==> config.mk <==
export PLATFORM = sky130hd
export DESIGN_NAME = sonar_sweep_sequencer
export DESIGN_NICKNAME = d
export VERILOG_FILES = /design/src/sss_pkg.sv /design/src/sonar_sweep_sequencer.sv
export SDC_FILE = /design/constraint.sdc
export NUM_CORES = 1
export LEC_CHECK = 0
export BUFFER_PORTS_ARGS = -buffer_cell sky130_fd_sc_hd__buf_2
export CAP_MARGIN = 40
export CORE_MARGIN = 2
export CORE_UTILIZATION = 25
export CTS_CLUSTER_SIZE = 12
export DETAILED_ROUTE_END_ITERATION = 8
export GPL_TIMING_DRIVEN = 0
export PLACE_DENSITY_LB_ADDON = 0.05
export SLEW_MARGIN = 20
export SYNTH_ARGS = -nofsm -noshare
export SYNTH_HDL_FRONTEND = slang
export SYNTH_SLANG_ARGS = --single-unit
==> constraint.sdc <==
create_clock -name clk -period 5.3 [get_ports clk]
set_clock_uncertainty 0.2 [all_clocks]
set_input_delay 0.265 -clock clk [delete_from_list [all_inputs] [get_ports clk]]
set_output_delay 0.265 -clock clk [all_outputs]
set_load 0.02 [all_outputs]
==> src/sss_pkg.sv <==
package sss_pkg;

  localparam int SWEEP_STEPS = 12;
  localparam int SETTLE_MS   = 20;

  localparam int ANGLE_W = 13;
  localparam int STEP_W  = 4;
  localparam int MS_W    = 16;
  localparam int POS_W   = 12;
  localparam int DIST_W  = 15;
  localparam int CFG_IDX_W  = 3;
  localparam int CFG_DATA_W = 16;

  localparam logic [ANGLE_W-1:0] PAN_FULL   = 13'd4096;
  localparam logic [ANGLE_W-1:0] PAN_MIDDLE = 13'd2048;
  localparam logic [STEP_W-1:0]  SINGLE_STEP_CODE = 4'd13;
  localparam logic [MS_W-1:0]    MS_MAX = '1;

  typedef enum logic [1:0] {
    OP_POLL  = 2'd0,
    OP_SWEEP = 2'd1,
    OP_PING  = 2'd2,
    OP_STOP  = 2'd3
  } op_t;

  typedef enum logic [CFG_IDX_W-1:0] {
    REG_CONTINUOUS  = 3'd0,
    REG_SWEEP_PAUSE = 3'd1,
    REG_HOLD_PAUSE  = 3'd2,
    REG_START_ANGLE = 3'd3,
    REG_END_ANGLE   = 3'd4
  } reg_idx_t;

  typedef enum logic [4:0] {
    M_IDLE       = 5'b00001,
    M_HOLDING    = 5'b00010,
    M_HOLD_DELAY = 5'b00100,
    M_FWD        = 5'b01000,
    M_BACK       = 5'b10000
  } mode_t;

  typedef enum logic [4:0] {
    PH_STARTING    = 5'b00001,
    PH_MOVING      = 5'b00010,
    PH_DELAYING    = 5'b00100,
    PH_PINGING     = 5'b01000,
    PH_SWEEP_DELAY = 5'b10000
  } phase_t;

  localparam logic [2:0] MODE_CODE_IDLE       = 3'd0;
  localparam logic [2:0] MODE_CODE_HOLDING    = 3'd1;
  localparam logic [2:0] MODE_CODE_HOLD_DELAY = 3'd2;
  localparam logic [2:0] MODE_CODE_FWD        = 3'd3;
  localparam logic [2:0] MODE_CODE_BACK       = 3'd4;

  function automatic logic [ANGLE_W-1:0] step_angle(input logic [STEP_W-1:0] s);
    logic [ANGLE_W-1:0] r;
    r = '0;
    for (int i = 0; i <= SWEEP_STEPS; i++) begin
      if (s == STEP_W'(i)) r = ANGLE_W'((i * 4096) / SWEEP_STEPS);
    end
    return r;
  endfunction

  function automatic logic [ANGLE_W-1:0] clamp_angle(input logic [ANGLE_W-1:0] a);
    return (a > PAN_FULL) ? PAN_FULL : a;
  endfunction

  function automatic logic [MS_W-1:0] sat_inc(input logic [MS_W-1:0] t, input logic tick);
    return (tick && t != MS_MAX) ? t + 1'b1 : t;
  endfunction

  function automatic logic [2:0] mode_code(input mode_t m);
    logic [2:0] c;
    case (m)
      M_HOLDING:    c = MODE_CODE_HOLDING;
      M_HOLD_DELAY: c = MODE_CODE_HOLD_DELAY;
      M_FWD:        c = MODE_CODE_FWD;
      M_BACK:       c = MODE_CODE_BACK;
      default:      c = MODE_CODE_IDLE;
    endcase
    return c;
  endfunction

endpackage

==> src/sonar_sweep_sequencer.sv <==
// Channel  Direction  Handshake          Payload
// in_      slave      in_tvalid/tready   in_tuser: operation; in_tdata: poll readings
// out_     master     out_tvalid/tready  out_tdata: pan, ping, reading and status
// cfg_     write      cfg_we             cfg_index, cfg_wdata
//
// The mode update is combinational and sits between the input port and the
// result register, so a new poll is accepted every cycle while out_tready is high.
// A result waits in the result register; in_tready drops only while it is stalled.
// rst_n is synchronous and active low; it returns mode, phase, timers and registers
// to their reset values.
module sonar_sweep_sequencer
  import sss_pkg::*;
(
  input  logic                  clk,
  input  logic                  rst_n,
  input  logic                  in_tvalid,
  output logic                  in_tready,
  input  logic [1:0]            in_tuser,   // [1:0] operation
  // [0] ms_tick, [1] gimbal_moving, [2] echo_ready, [17:3] echo_distance_mm,
  // [29:18] pan_reading, [41:30] tilt_reading, [47:42] zero
  input  logic [47:0]           in_tdata,
  output logic                  out_tvalid,
  input  logic                  out_tready,
  // [0] pan_command_valid, [13:1] pan_target, [14] ping_trigger, [15] reading_valid,
  // [30:16] reading_mm, [34:31] reading_step, [46:35] pan_latched,
  // [58:47] tilt_latched, [59] sweep_done, [60] holding, [63:61] mode_code
  output logic [63:0]           out_tdata,
  input  logic                  cfg_we,
  input  logic [CFG_IDX_W-1:0]  cfg_index,
  input  logic [CFG_DATA_W-1:0] cfg_wdata
);

  logic               continuous_r;
  logic [MS_W-1:0]    sweep_pause_r, hold_pause_r;
  logic [ANGLE_W-1:0] start_angle_r, end_angle_r;

  mode_t              mode_r, mode_nxt;
  phase_t             phase_r, phase_nxt;
  logic [STEP_W-1:0]  step_r, step_nxt;
  logic [MS_W-1:0]    swt_r, swt_nxt, hdt_r, hdt_nxt;
  logic [POS_W-1:0]   pan_hold_r, pan_hold_nxt, tilt_hold_r, tilt_hold_nxt;

  logic               out_tvalid_r;
  logic [63:0]        out_tdata_r, out_tdata_nxt;

  logic               in_fire;
  op_t                op;
  logic               tick, moving, echo;
  logic [DIST_W-1:0]  echo_mm;
  logic [POS_W-1:0]   pan_in, tilt_in;

  logic               o_pan_valid, o_trig, o_rd_valid, o_done, skip_poll;
  logic [ANGLE_W-1:0] o_pan;
  logic [DIST_W-1:0]  o_mm;
  logic [STEP_W-1:0]  o_step;
  logic [POS_W-1:0]   o_pan_l, o_tilt_l;

  assign in_tready  = !out_tvalid_r || out_tready;
  assign in_fire    = in_tvalid && in_tready;
  assign out_tvalid = out_tvalid_r;
  assign out_tdata  = out_tdata_r;

  assign op      = op_t'(in_tuser);
  assign tick    = in_tdata[0];
  assign moving  = in_tdata[1];
  assign echo    = in_tdata[2];
  assign echo_mm = in_tdata[17:3];
  assign pan_in  = in_tdata[29:18];
  assign tilt_in = in_tdata[41:30];

  always_comb begin
    mode_nxt      = mode_r;
    phase_nxt     = phase_r;
    step_nxt      = step_r;
    swt_nxt       = sat_inc(swt_r, tick);
    hdt_nxt       = sat_inc(hdt_r, tick);
    pan_hold_nxt  = pan_hold_r;
    tilt_hold_nxt = tilt_hold_r;
    o_pan_valid   = 1'b0;
    o_pan         = '0;
    o_trig        = 1'b0;
    o_rd_valid    = 1'b0;
    o_mm          = '0;
    o_step        = '0;
    o_pan_l       = '0;
    o_tilt_l      = '0;
    o_done        = 1'b0;
    skip_poll     = 1'b0;

    case (op)
      OP_SWEEP: begin
        if (mode_r != M_FWD && mode_r != M_BACK) begin
          mode_nxt    = M_FWD;
          o_pan_valid = 1'b1;
          o_pan       = clamp_angle(start_angle_r);
          step_nxt    = '0;
          phase_nxt   = PH_MOVING;
          skip_poll   = 1'b1;
        end
      end
      OP_PING: begin
        o_trig = 1'b1;
        if (mode_r == M_IDLE) mode_nxt = M_HOLDING;
      end
      OP_STOP: mode_nxt = M_IDLE;
      default: ;
    endcase

    if (!skip_poll) begin
      if (mode_nxt == M_FWD || mode_nxt == M_BACK) begin
        case (phase_nxt)
          PH_STARTING: begin
            o_pan_valid = 1'b1;
            if (mode_nxt == M_FWD) begin
              o_pan    = clamp_angle(start_angle_r);
              step_nxt = '0;
            end else begin
              o_pan    = clamp_angle(end_angle_r);
              step_nxt = STEP_W'(SWEEP_STEPS);
            end
            phase_nxt = PH_MOVING;
          end
          PH_MOVING: begin
            if (!moving) begin
              phase_nxt = PH_DELAYING;
              swt_nxt   = '0;
            end
          end
          PH_DELAYING: begin
            if (swt_nxt >= MS_W'(SETTLE_MS)) begin
              phase_nxt = PH_PINGING;
              o_trig    = 1'b1;
            end
          end
          PH_PINGING: begin
            if (echo) begin
              o_rd_valid = 1'b1;
              o_mm       = echo_mm;
              o_step     = step_nxt;
              if ((mode_nxt == M_FWD && step_nxt < STEP_W'(SWEEP_STEPS)) ||
                  (mode_nxt == M_BACK && step_nxt != '0)) begin
                step_nxt    = (mode_nxt == M_FWD) ? step_nxt + 1'b1 : step_nxt - 1'b1;
                o_pan_valid = 1'b1;
                o_pan       = step_angle(step_nxt);
                phase_nxt   = PH_MOVING;
              end else begin
                // End of a pass: pause and turn around, or park in the middle.
                o_done = 1'b1;
                if (continuous_r) begin
                  phase_nxt = PH_SWEEP_DELAY;
                  swt_nxt   = '0;
                end else begin
                  mode_nxt    = M_IDLE;
                  o_pan_valid = 1'b1;
                  o_pan       = PAN_MIDDLE;
                  phase_nxt   = PH_STARTING;
                end
              end
            end
          end
          PH_SWEEP_DELAY: begin
            if (swt_nxt >= sweep_pause_r) begin
              mode_nxt  = (mode_nxt == M_FWD) ? M_BACK : M_FWD;
              phase_nxt = PH_PINGING;
              o_trig    = 1'b1;
            end
          end
          default: ;
        endcase
      end else if (mode_nxt == M_HOLD_DELAY) begin
        if (hdt_nxt >= hold_pause_r) begin
          mode_nxt = M_HOLDING;
          o_trig   = 1'b1;
        end
      end else if (echo) begin
        pan_hold_nxt  = pan_in;
        tilt_hold_nxt = tilt_in;
        o_rd_valid    = 1'b1;
        o_mm          = echo_mm;
        o_step        = SINGLE_STEP_CODE;
        o_pan_l       = pan_hold_nxt;
        o_tilt_l      = tilt_hold_nxt;
        if (mode_nxt == M_HOLDING) begin
          mode_nxt = M_HOLD_DELAY;
          hdt_nxt  = '0;
        end else begin
          mode_nxt = M_IDLE;
        end
      end
    end

    out_tdata_nxt = {mode_code(mode_nxt),
                     (mode_nxt == M_HOLDING || mode_nxt == M_HOLD_DELAY),
                     o_done, o_tilt_l, o_pan_l, o_step, o_mm, o_rd_valid,
                     o_trig, o_pan, o_pan_valid};
  end

  always_ff @(posedge clk) begin
    if (!rst_n) begin
      continuous_r  <= 1'b0;
      sweep_pause_r <= '0;
      hold_pause_r  <= '0;
      start_angle_r <= '0;
      end_angle_r   <= PAN_FULL;
    end else if (cfg_we) begin
      case (cfg_index)
        REG_CONTINUOUS:  continuous_r  <= cfg_wdata[0];
        REG_SWEEP_PAUSE: sweep_pause_r <= cfg_wdata;
        REG_HOLD_PAUSE:  hold_pause_r  <= cfg_wdata;
        REG_START_ANGLE: start_angle_r <= cfg_wdata[ANGLE_W-1:0];
        REG_END_ANGLE:   end_angle_r   <= cfg_wdata[ANGLE_W-1:0];
        default: ;
      endcase
    end
  end

  always_ff @(posedge clk) begin
    if (!rst_n) begin
      mode_r       <= M_IDLE;
      phase_r      <= PH_STARTING;
      step_r       <= '0;
      swt_r        <= '0;
      hdt_r        <= '0;
      pan_hold_r   <= '0;
      tilt_hold_r  <= '0;
      out_tvalid_r <= 1'b0;
    end else begin
      if (in_fire) begin
        mode_r      <= mode_nxt;
        phase_r     <= phase_nxt;
        step_r      <= step_nxt;
        swt_r       <= swt_nxt;
        hdt_r       <= hdt_nxt;
        pan_hold_r  <= pan_hold_nxt;
        tilt_hold_r <= tilt_hold_nxt;
        out_tvalid_r <= 1'b1;
      end else if (out_tready) begin
        out_tvalid_r <= 1'b0;
      end
    end
  end

  always_ff @(posedge clk) begin
    if (in_fire) out_tdata_r <= out_tdata_nxt;
  end

  a_fire_gives_result: assert property (@(posedge clk) disable iff (!rst_n)
    in_fire |=> out_tvalid)
    else $error("accepted beat produced no result");

  a_stall_blocks_input: assert property (@(posedge clk) disable iff (!rst_n)
    (out_tvalid && !out_tready) |-> !in_tready)
    else $error("input accepted while result stalled");

  a_stop_goes_idle: assert property (@(posedge clk) disable iff (!rst_n)
    (in_fire && in_tuser == OP_STOP && !in_tdata[2]) |=> out_tdata[63:61] == MODE_CODE_IDLE)
    else $error("stop did not leave the block idle");

  a_pan_target_zero: assert property (@(posedge clk) disable iff (!rst_n)
    (out_tvalid && !out_tdata[0]) |-> out_tdata[13:1] == '0)
    else $error("pan target set without pan command");

endmodule

* Word-level counts from Yosys, hierarchy flattened
Index checks and enable logic that the tools add are counted.
** Word-level totals
- Bits in registers :: 170
- Input port bits :: 74
** Cells by class
- Add/sub/neg operators :: 4
- Order comparisons :: 6
- Eq/ne operators :: 37
- Mux-type cells :: 104
- Bitwise operators :: 3
- Reductions and logical operators :: 21
** Operators with widths (number)
- $mux W13 :: 21
- $mux W16 :: 13
- $mux W5 :: 22
- $mux W15 :: 4
- $mux W4 :: 13
- $add A16 B1 Y16 const B :: 2
- $ge A16 B16 Y1 :: 2
- $ne A16 B16 Y1 const B :: 2
- $pmux W16 S2 :: 1
- $gt A13 B13 Y1 const B :: 2
- $pmux W13 S2 :: 1
- $pmux W5 S5 :: 1
- $eq A4 B4 Y1 const B :: 5
- $mux W1 :: 20
- $eq A4 B3 Y1 const B :: 4
- $ge A16 B5 Y1 const B :: 1
- $eq A5 B2 Y1 const B :: 3
- $eq A5 B3 Y1 const B :: 3
- $eq A5 B4 Y1 const B :: 3
- $eq A5 B5 Y1 const B :: 3
- $pmux W5 S3 :: 1
- $pmux W3 S4 :: 1
- $eq A5 B1 Y1 const B :: 2
- $pmux W5 S2 :: 1
- other kinds (25) :: 44

* Depth between registers and ports, before layout
Gate-level depths: netlist of run 1.
- Depth after elaboration :: 24
- Gate-level depth with buffers :: 16
- Gate-level depth less buffers :: 14

* Worst setup path after synthesis of run 1
No wires, ideal clock.
- Path type :: register to register
- Start point :: reg out_tvalid_r (netlist: out_tvalid)
- End point :: reg mode_r[3]
- Library setup time :: 96 ps
- Arrival :: 3443 ps
- Required time :: 5004 ps
- Slack :: 1561 ps
- Stages on the path, launching flop included :: 8
- Path buffers :: 2
- Cell sequence :: dfxtp_1 -> nand2b_1 -> nand2_1 -> inv_1 -> clkbuf_1 -> clkbuf_1 -> o21ai_0 -> a31oi_1
** Between the ends
- Longest elaborated chain between the ends :: 3
** RTL lines
- start: declaration :: RTL line sonar_sweep_sequencer.sv:43 : logic out_tvalid_r;
- start signal: assignment :: RTL line sonar_sweep_sequencer.sv:226 : out_tvalid_r <= 1'b0;
- start signal: assignment :: RTL line sonar_sweep_sequencer.sv:236 : out_tvalid_r <= 1'b1;
- start signal: assignment :: RTL line sonar_sweep_sequencer.sv:238 : out_tvalid_r <= 1'b0;
- $logic_not A1 Y1 :: RTL line sonar_sweep_sequencer.sv:58 : assign in_tready = !out_tvalid_r || out_tready;
- $logic_or A1 B1 Y1 :: RTL line sonar_sweep_sequencer.sv:58
- net in_tready :: RTL line sonar_sweep_sequencer.sv:17 : output logic in_tready,
- $logic_and A1 B1 Y1 :: RTL line sonar_sweep_sequencer.sv:59 : assign in_fire = in_tvalid && in_tready;
- net in_fire :: RTL line sonar_sweep_sequencer.sv:46 : logic in_fire;
- end signal: assignment :: RTL line sonar_sweep_sequencer.sv:229 : mode_r <= mode_nxt;
- end: declaration :: RTL line sonar_sweep_sequencer.sv:37 : mode_t mode_r, mode_nxt;
The timed path passes the listed nets, and every way through them passes these cells.
A chain may end at the register's enable or synchronous reset.

* Worst setup path after layout of run 1
- Start point :: reg mode_r[1]
- End point :: reg out_tdata_r[6] (netlist: out_tdata[6]) (data pin)
** Between the ends
- Longest elaborated chain between the ends :: 23
- Elaborated cells on any way between the ends :: 57
** RTL lines
- $ne A5 B4 Y1 or $ne A5 B5 Y1 (tied branches) :: RTL line sonar_sweep_sequencer.sv:92 : if (mode_r != M_FWD && mode_r != M_BACK) begin
- $logic_and A1 B1 Y1 :: RTL line sonar_sweep_sequencer.sv:92
- $mux W4 or $mux W5 (tied branches) :: RTL line sonar_sweep_sequencer.sv:92
- $mux W4 or $pmux W5 S3 (tied branches) :: RTL line sonar_sweep_sequencer.sv:90 : case (op)
- $sub A4 B1 Y4 (tied with other cells) :: RTL line sonar_sweep_sequencer.sv:142 : step_nxt = (mode_nxt == M_FWD) ? step_nxt + 1'b1 : step_nxt - 1'b1;
- $mux W4 :: RTL line sonar_sweep_sequencer.sv:142
- $eq A4 B2 Y1 :: RTL line sss_pkg.sv:60 : if (s == STEP_W'(i)) r = ANGLE_W'((i * 4096) / SWEEP_STEPS);
- $mux W13 (11 in series) :: RTL line sss_pkg.sv:60
- $mux W13 :: RTL line sonar_sweep_sequencer.sv:140 : if ((mode_nxt == M_FWD && step_nxt < STEP_W'(SWEEP_STEPS)) ||
- $mux W13 :: RTL line sonar_sweep_sequencer.sv:136 : if (echo) begin
- $pmux W13 S2 :: RTL line sonar_sweep_sequencer.sv:111 : case (phase_nxt)
- $mux W13 :: RTL line sonar_sweep_sequencer.sv:110 : if (mode_nxt == M_FWD || mode_nxt == M_BACK) begin
- $mux W13 * :: RTL line sonar_sweep_sequencer.sv:109 : if (!skip_poll) begin
- net o_pan[5] :: RTL line sonar_sweep_sequencer.sv:53 : logic [ANGLE_W-1:0] o_pan;
- end signal: assignment :: RTL line sonar_sweep_sequencer.sv:244 : if (in_fire) out_tdata_r <= out_tdata_nxt;
- end: declaration :: RTL line sonar_sweep_sequencer.sv:44 : logic [63:0] out_tdata_r, out_tdata_nxt;
The timed path passes the listed nets; every way through them passes the cells marked *.

==> qor.yml, run 1 <==
coreArea_sq_um: 37490
clkTransAtPathRegs_ps: 70
synth_area_sq_um: 9464
hpwl_mm: 23.58
grt_max_degree: 52
first_pass_iters: 5
path_delay_family: "compound AO/OA/AOI/OAI gates"
netSwitchingFraction_pct: 27.70
power.share.clock_pct: 40.5
ir_drop_v: 0.0002290
final-setup-viol-count: 0
clock_sinks: 170
ys_warn_count: 0
crit_arrival_ps: 4640
crit_path_cell_trace: "buf_4, or3_1, o221ai_1, nand2b_1, buf_6, clkbuf_1, ha_1, a21oi_1, o21ai_1, xnor2_1, clkbuf_1, o21ai_0, a31oi_1, a221o_1"
clock.fmax_mhz: 220.7
antenna_found_initial: 0
crit_path_start_kind: "flop"
gp_congestion: 0.7771
holdBufCountCts: 60
synth.area.top_cells: "dfxtp_1 22%, edfxtp_1 20%, nand2_1 7.1%"
synth_cells: 1042
min_period_over_period_pct: 85.50
area_growth_pct: 26.56
dieHeight_um: 198.6
timing.final.crit_period_ps: 4531
p_switching_uw: 860.2
p_seq_share_pct: 46.0
hp-class: "primary input to flop"
synth_top_area_share_pct: 22.42
cts_tree: "yes"
worst-path-buf-inv: 4
routed_wl_mm: 31.53
drc: 0
post_cts_resized: 0
cp.required_ps: 5410
totalPowerFinal_mw: 3.105
tightest_slew_ps: 838.1
synthFlopType: "dfxtp_1"
ant_nets: 0
layout_common_cells: "179 x nand2_1, 140 x buf_2, 106 x dfxtp_1"
comb_power_share_pct: 13.5
p_per_area_nw_per_um2: 259.2
path_max_fanout: 11
drv_cap: 0
rrSetupSlack_ps: 770
cp_slowest_stage_delay_ps: 550
grt_pass1_vias: 8143
yosysUniqueCellTypes: 83
cts_made_buffers: 17
cts_buffer_depth: 2
mostFrequentLayoutCell: "nand2_1"
die_x_um: 198.6
drtIter0Drc: 423
hold_viol: 0
die-area_sq_um: 39430
rows: 71
synth_seq_area_share_pct: 42.73
ys_ff_latch: 170
pin_count: 140
synth_area_per_cell_sq_um: 9.083
cts_root_buffer: "clkbuf_16"
num-fill-cells: 4052
fin_nets: 1371
grt-ovfl-total: 0
clkLatencyLatePin_ps: 450
grt_usage_pct: 16.26
avgViaCountPerCell: 4.624
finalMaxSlewViolations: 0
port_buffers: 131
critPathCaptureType: "flop"
routedWlPerCell_um: 17.70
maxSlewHeadroom_pct: 44.13
status: "finished clean"
cpMostUsedCell: "clkbuf_1"
synth_edf_count: 64
hold_ws_ps: 26.70
power.internal_mw: 2.245
cts_post_setup_buffers_inserted: 0
synth_top_area_cell: "dfxtp_1"
leakage_nw: 4.586
rsz0062_at_grt: "no"
worst-setup-path-type: "flop to flop"
async_reset_ff_share_pct: 0
htree_levels: 4
drive_gt1_share_pct: 16.63
via_count: 8235
crit_path_top_delay_cell: "a31oi_1"
initial_core_util_pct: 25.25
synth_fp_nets: 1157
grt_pass1_wl_mm: 48.21
[layer usage]
layer	GRT usage (%)	vias to the layer above	wire length (um)
met1	22.24	3901	15880
li1	-	4162	-
met5	0	-	0
met2	26.09	149	14130
met4	5.086	0	498
met3	2.781	23	1024
[layout make-up]
cell class / instances / area (sq um) / area share (%)
antenna: 1 / 2.502 / 0.02089
buffer: 58 / 256.5 / 2.141
clock buffer: 19 / 454.2 / 3.792
clock inverter: 13 / 115.1 / 0.9610
inverter: 47 / 176.4 / 1.473
multi-input combinational: 767 / 4991 / 41.67
sequential: 170 / 4044 / 33.76
tap: 511 / 639.4 / 5.338
timing repair buffer: 195 / 1299 / 10.84
[sequential cells by signal (all words and copies together) (netlist names)]
| signal | flops |
|---|---|
| phase_r | 5 |
| step_r | 4 |
| out_tvalid | 1 |
| hdt_r | 16 |
| mode_r | 5 |
| hold_pause_r | 16 |
| end_angle_r | 13 |
| sweep_pause_r | 16 |
| continuous_r | 1 |
| out_tdata | 64 |
| swt_r | 16 |
| start_angle_r | 13 |
[tightest hold or removal path, cell delays in order]
cell and delay [ps]:
buf_2 130, nor2_1 80, nand3_1 80, a21boi_0 60
[through the flow]
stage	worst slack (ps)	cells	TNS, ps	util (%)	instance area, sq um
CTS	729.4	1778	0	31.92	11970
detailed placement	749.3	1686	0	28.80	10800
global route	454.7	1780	0	31.94	11980
global placement	-241.9	1684	-318.4	28.70	10760
floorplan	1561	1042	0	-	9464
finish	768.6	1781	0	31.95	11980
[cell usage after synthesis (all sizes together) (6+ instances only)]
cell and n:
inv 47, nor4 12, edfxtp 64, and3 15
o21ai 34, nor2b 26, or3 7, clkbuf 45
nand3 31, buf 13, nand4 16, a31oi 12
a21boi 61, nor2 42, a21o 13, a22oi 7
and2 33, o21a 6, or2 6, nand3b 16
a21oi 30, nand2b 23, xnor2 26, dfxtp 106
xor2 8, ha 40, nor3 14, a221o 10
nand2 179, a22o 9, mux2i 7
[power by group through the flow]
stage                     Sequential, mW  Clock [mW]  Combinational [mW]
after detailed placement            1.46           0               0.388
after floorplan                     1.50           0               0.190
final                               1.43        1.26               0.418
after CTS                           1.43        1.31               0.424
after global routing                1.43        1.36               0.463
after global placement              1.46           0               0.385
[final timing paths]
kind | start | endpoint | cells after the start
worst min-delay path | cfg_index[0] | continuous_r | 4
worst max register to register | mode_r[1] | out_tdata[6] | 14
worst max-delay path | mode_r[1] | out_tdata[6] | 14
worst min register to register | hold_pause_r[12] | hold_pause_r[12] | 2
[cell families after synthesis]
group                      share of synthesized area, %
and+or+nand+nor                                   23.55
AOI/OAI and AO/OA                                 19.33
adders and majority gates                         5.500
buffers and inverters                             4.535
DFF                                               42.73
muxes                                             1.216
xor gates and xnor gates                          3.147
Note: power is estimated with default switching activity, not from simulation.
==> run 2: changes to the inputs <==
Settings changed: MAX_ROUTING_LAYER set to met4.
==> run 2 against run 1 <==
Effect of this change:
- total power about the same
- routed wire length unchanged
- setup slack worse by 21 ps
- fmax down 0.47%
==> qor.yml, run 2 (synthesized netlist as in run 1, its figures left out) <==
grt_pass1_wl_mm: 48.21  # unchanged
cp.depth: 14  # unchanged
antenna_found_initial: 0  # unchanged
area_growth_pct: 26.56  # unchanged
cp_slowest_stage_delay_ps: 570  # +20 ps
critPathCaptureType: "flop"
ant_nets: 0  # unchanged
num-fill-cells: 4052  # unchanged
cts_tree: "yes"
clkTransAtPathRegs_ps: 70  # about the same
hold_ws_ps: 27.65  # +0.9475 ps
grt_pass1_vias: 8153  # +0.12%
p_per_area_nw_per_um2: 259.1  # about the same
cpMostUsedCell: "clkbuf_1"
cp.required_ps: 5410  # about the same
final.setup.tns_ps: 0  # unchanged
worst-setup-path-type: "flop to flop"
finalMaxSlewViolations: 0  # unchanged
tightest_slew_ps: 811.9  # -26.14 ps
clock.fmax_mhz: 219.6  # -0.47%
leakage_nw: 4.586  # unchanged
maxSlewHeadroom_pct: 45.87  # +1.7 points
coreArea_sq_um: 37490  # unchanged
setup.worst_path.start: "mode_r[1]"
dieHeight_um: 198.6  # unchanged
drtIter0Drc: 415  # -1.9%
hold_viol: 0  # unchanged
routed_wl_mm: 31.53  # unchanged
first_pass_iters: 5  # unchanged
pin_count: 140  # unchanged
gp_congestion: 0.7895  # +1.6%
drive_gt1_share_pct: 16.63  # unchanged
post_cts_resized: 0  # unchanged
hpwl_mm: 23.58  # unchanged
crit_path_start_kind: "flop"
mostFrequentLayoutCell: "nand2_1"
cts_post_setup_buffers_inserted: 0  # unchanged
timing.final.crit_period_ps: 4553  # +21.49 ps
grt-ovfl-total: 0  # unchanged
endpoint: "out_tdata[6]"
final-setup-viol-count: 0  # unchanged
status: "finished clean"
path_delay_family: "compound AO/OA/AOI/OAI gates"
avgViaCountPerCell: 4.627  # about the same
cts_made_buffers: 17  # unchanged
crit_arrival_ps: 4660  # +20 ps
grt_usage_pct: 16.72  # +0.46 points
die_x_um: 198.6  # unchanged
r2r_cells: 14  # unchanged
rows: 71  # unchanged
htree_levels: 4  # unchanged
totalPowerFinal_mw: 3.103  # about the same
routedWlPerCell_um: 17.70  # unchanged
fin_nets: 1371  # unchanged
rrSetupSlack_ps: 750  # -20 ps
grt_max_degree: 52  # unchanged
crit_path_top_delay_cell: "a31oi_1"
drv_cap: 0  # unchanged
crit_path_cell_trace: "buf_4, or3_1, o221ai_1, nand2b_1, buf_6, clkbuf_1, ha_1, a21oi_1, o21ai_1, xnor2_1, clkbuf_1, o21ai_0, a31oi_1, a221o_1"
cts_buffer_depth: 2  # unchanged
path_max_fanout: 11  # unchanged
rsz0062_at_grt: "no"
r2r_end: "out_tdata[6]"
clkLatencyLatePin_ps: 450  # about the same
via_count: 8240  # +0.061%
layout_common_cells: "179 x nand2_1, 140 x buf_2, 106 x dfxtp_1"
ir_drop_v: 0.0002277  # -0.57%
cts_root_buffer: "clkbuf_16"
min_period_over_period_pct: 85.90  # +0.41 points
clock_sinks: 170  # unchanged
drc: 0  # unchanged
largest_reg_flops: 64  # unchanged
hp-class: "primary input to flop"
r2r-start: "mode_r[1]"
worst-path-buf-inv: 4  # unchanged
port_buffers: 131  # unchanged
die-area_sq_um: 39430  # unchanged
initial_core_util_pct: 25.25  # unchanged
## run 2: cell counts in the layout (fill, tap and decap cells not counted)
Identical to the previous run, type by type.
## run 2: worst min-delay path by stage
stage,start,to,depth (start not counted),slack [ps]
floorplan,cfg_wdata[12],end_angle_r[12],2,190
global placement,hold_pause_r[3],hold_pause_r[3],2,250
detailed placement,hold_pause_r[12],hold_pause_r[12],2,260
CTS,cfg_index[0],continuous_r,4,1
global route,cfg_index[1],continuous_r,4,50
finish,cfg_index[0],continuous_r,4,30
## run 2: stage by stage
step | setup WS [ps] | area, sq um | utilization (%) | std cells
floorplan | 1561 | 9464 | - | 1042
global placement | -241.9 | 10760 | 28.70 | 1684
detailed placement | 749.3 | 10800 | 28.80 | 1686
CTS | 729.4 | 11970 | 31.92 | 1778
global route | 454.6 | 11980 | 31.94 | 1780
finish | 747.1 | 11980 | 31.95 | 1781
## run 2: cell type report
cell class                      count  area (sq um)  area share [%]
Clock inverter                     13         115.1          0.9610
Antenna cell                        1         2.502         0.02089
Buffer                             58         256.5           2.141
Tap cell                          511         639.4           5.338
Multi-Input combinational cell    767          4991           41.67
Inverter                           47         176.4           1.473
Clock buffer                       19         454.2           3.792
Timing Repair Buffer              195          1299           10.84
Sequential cell                   170          4044           33.76
## run 2: timing repair
item / in CTS / in global routing
hold endpoints to repair: 98 / 0
endpoints found under the setup margin: 0 / 0
hold buffers: 60 / 0
## run 2: worst min-delay path: cells and delay by family
family | cells | cell delay [ps]
AO/OA/AOI/OAI | 1 | 60
buffers and inverters | 1 | 130
AND/OR/NAND/NOR | 2 | 160
## run 2: where the power goes
part	switching, mW	internal (mW)	total [mW]
sequential	0.0222	1.41	1.43
combinational	0.258	0.160	0.418
clock	0.578	0.678	1.26
## run 2: per-layer routing
layer	global-route usage, %	share of wire [%]
met1	22.09	50
met2	26.21	45
met3	2.781	3.3
met4	5.086	1.4
met5	-	0
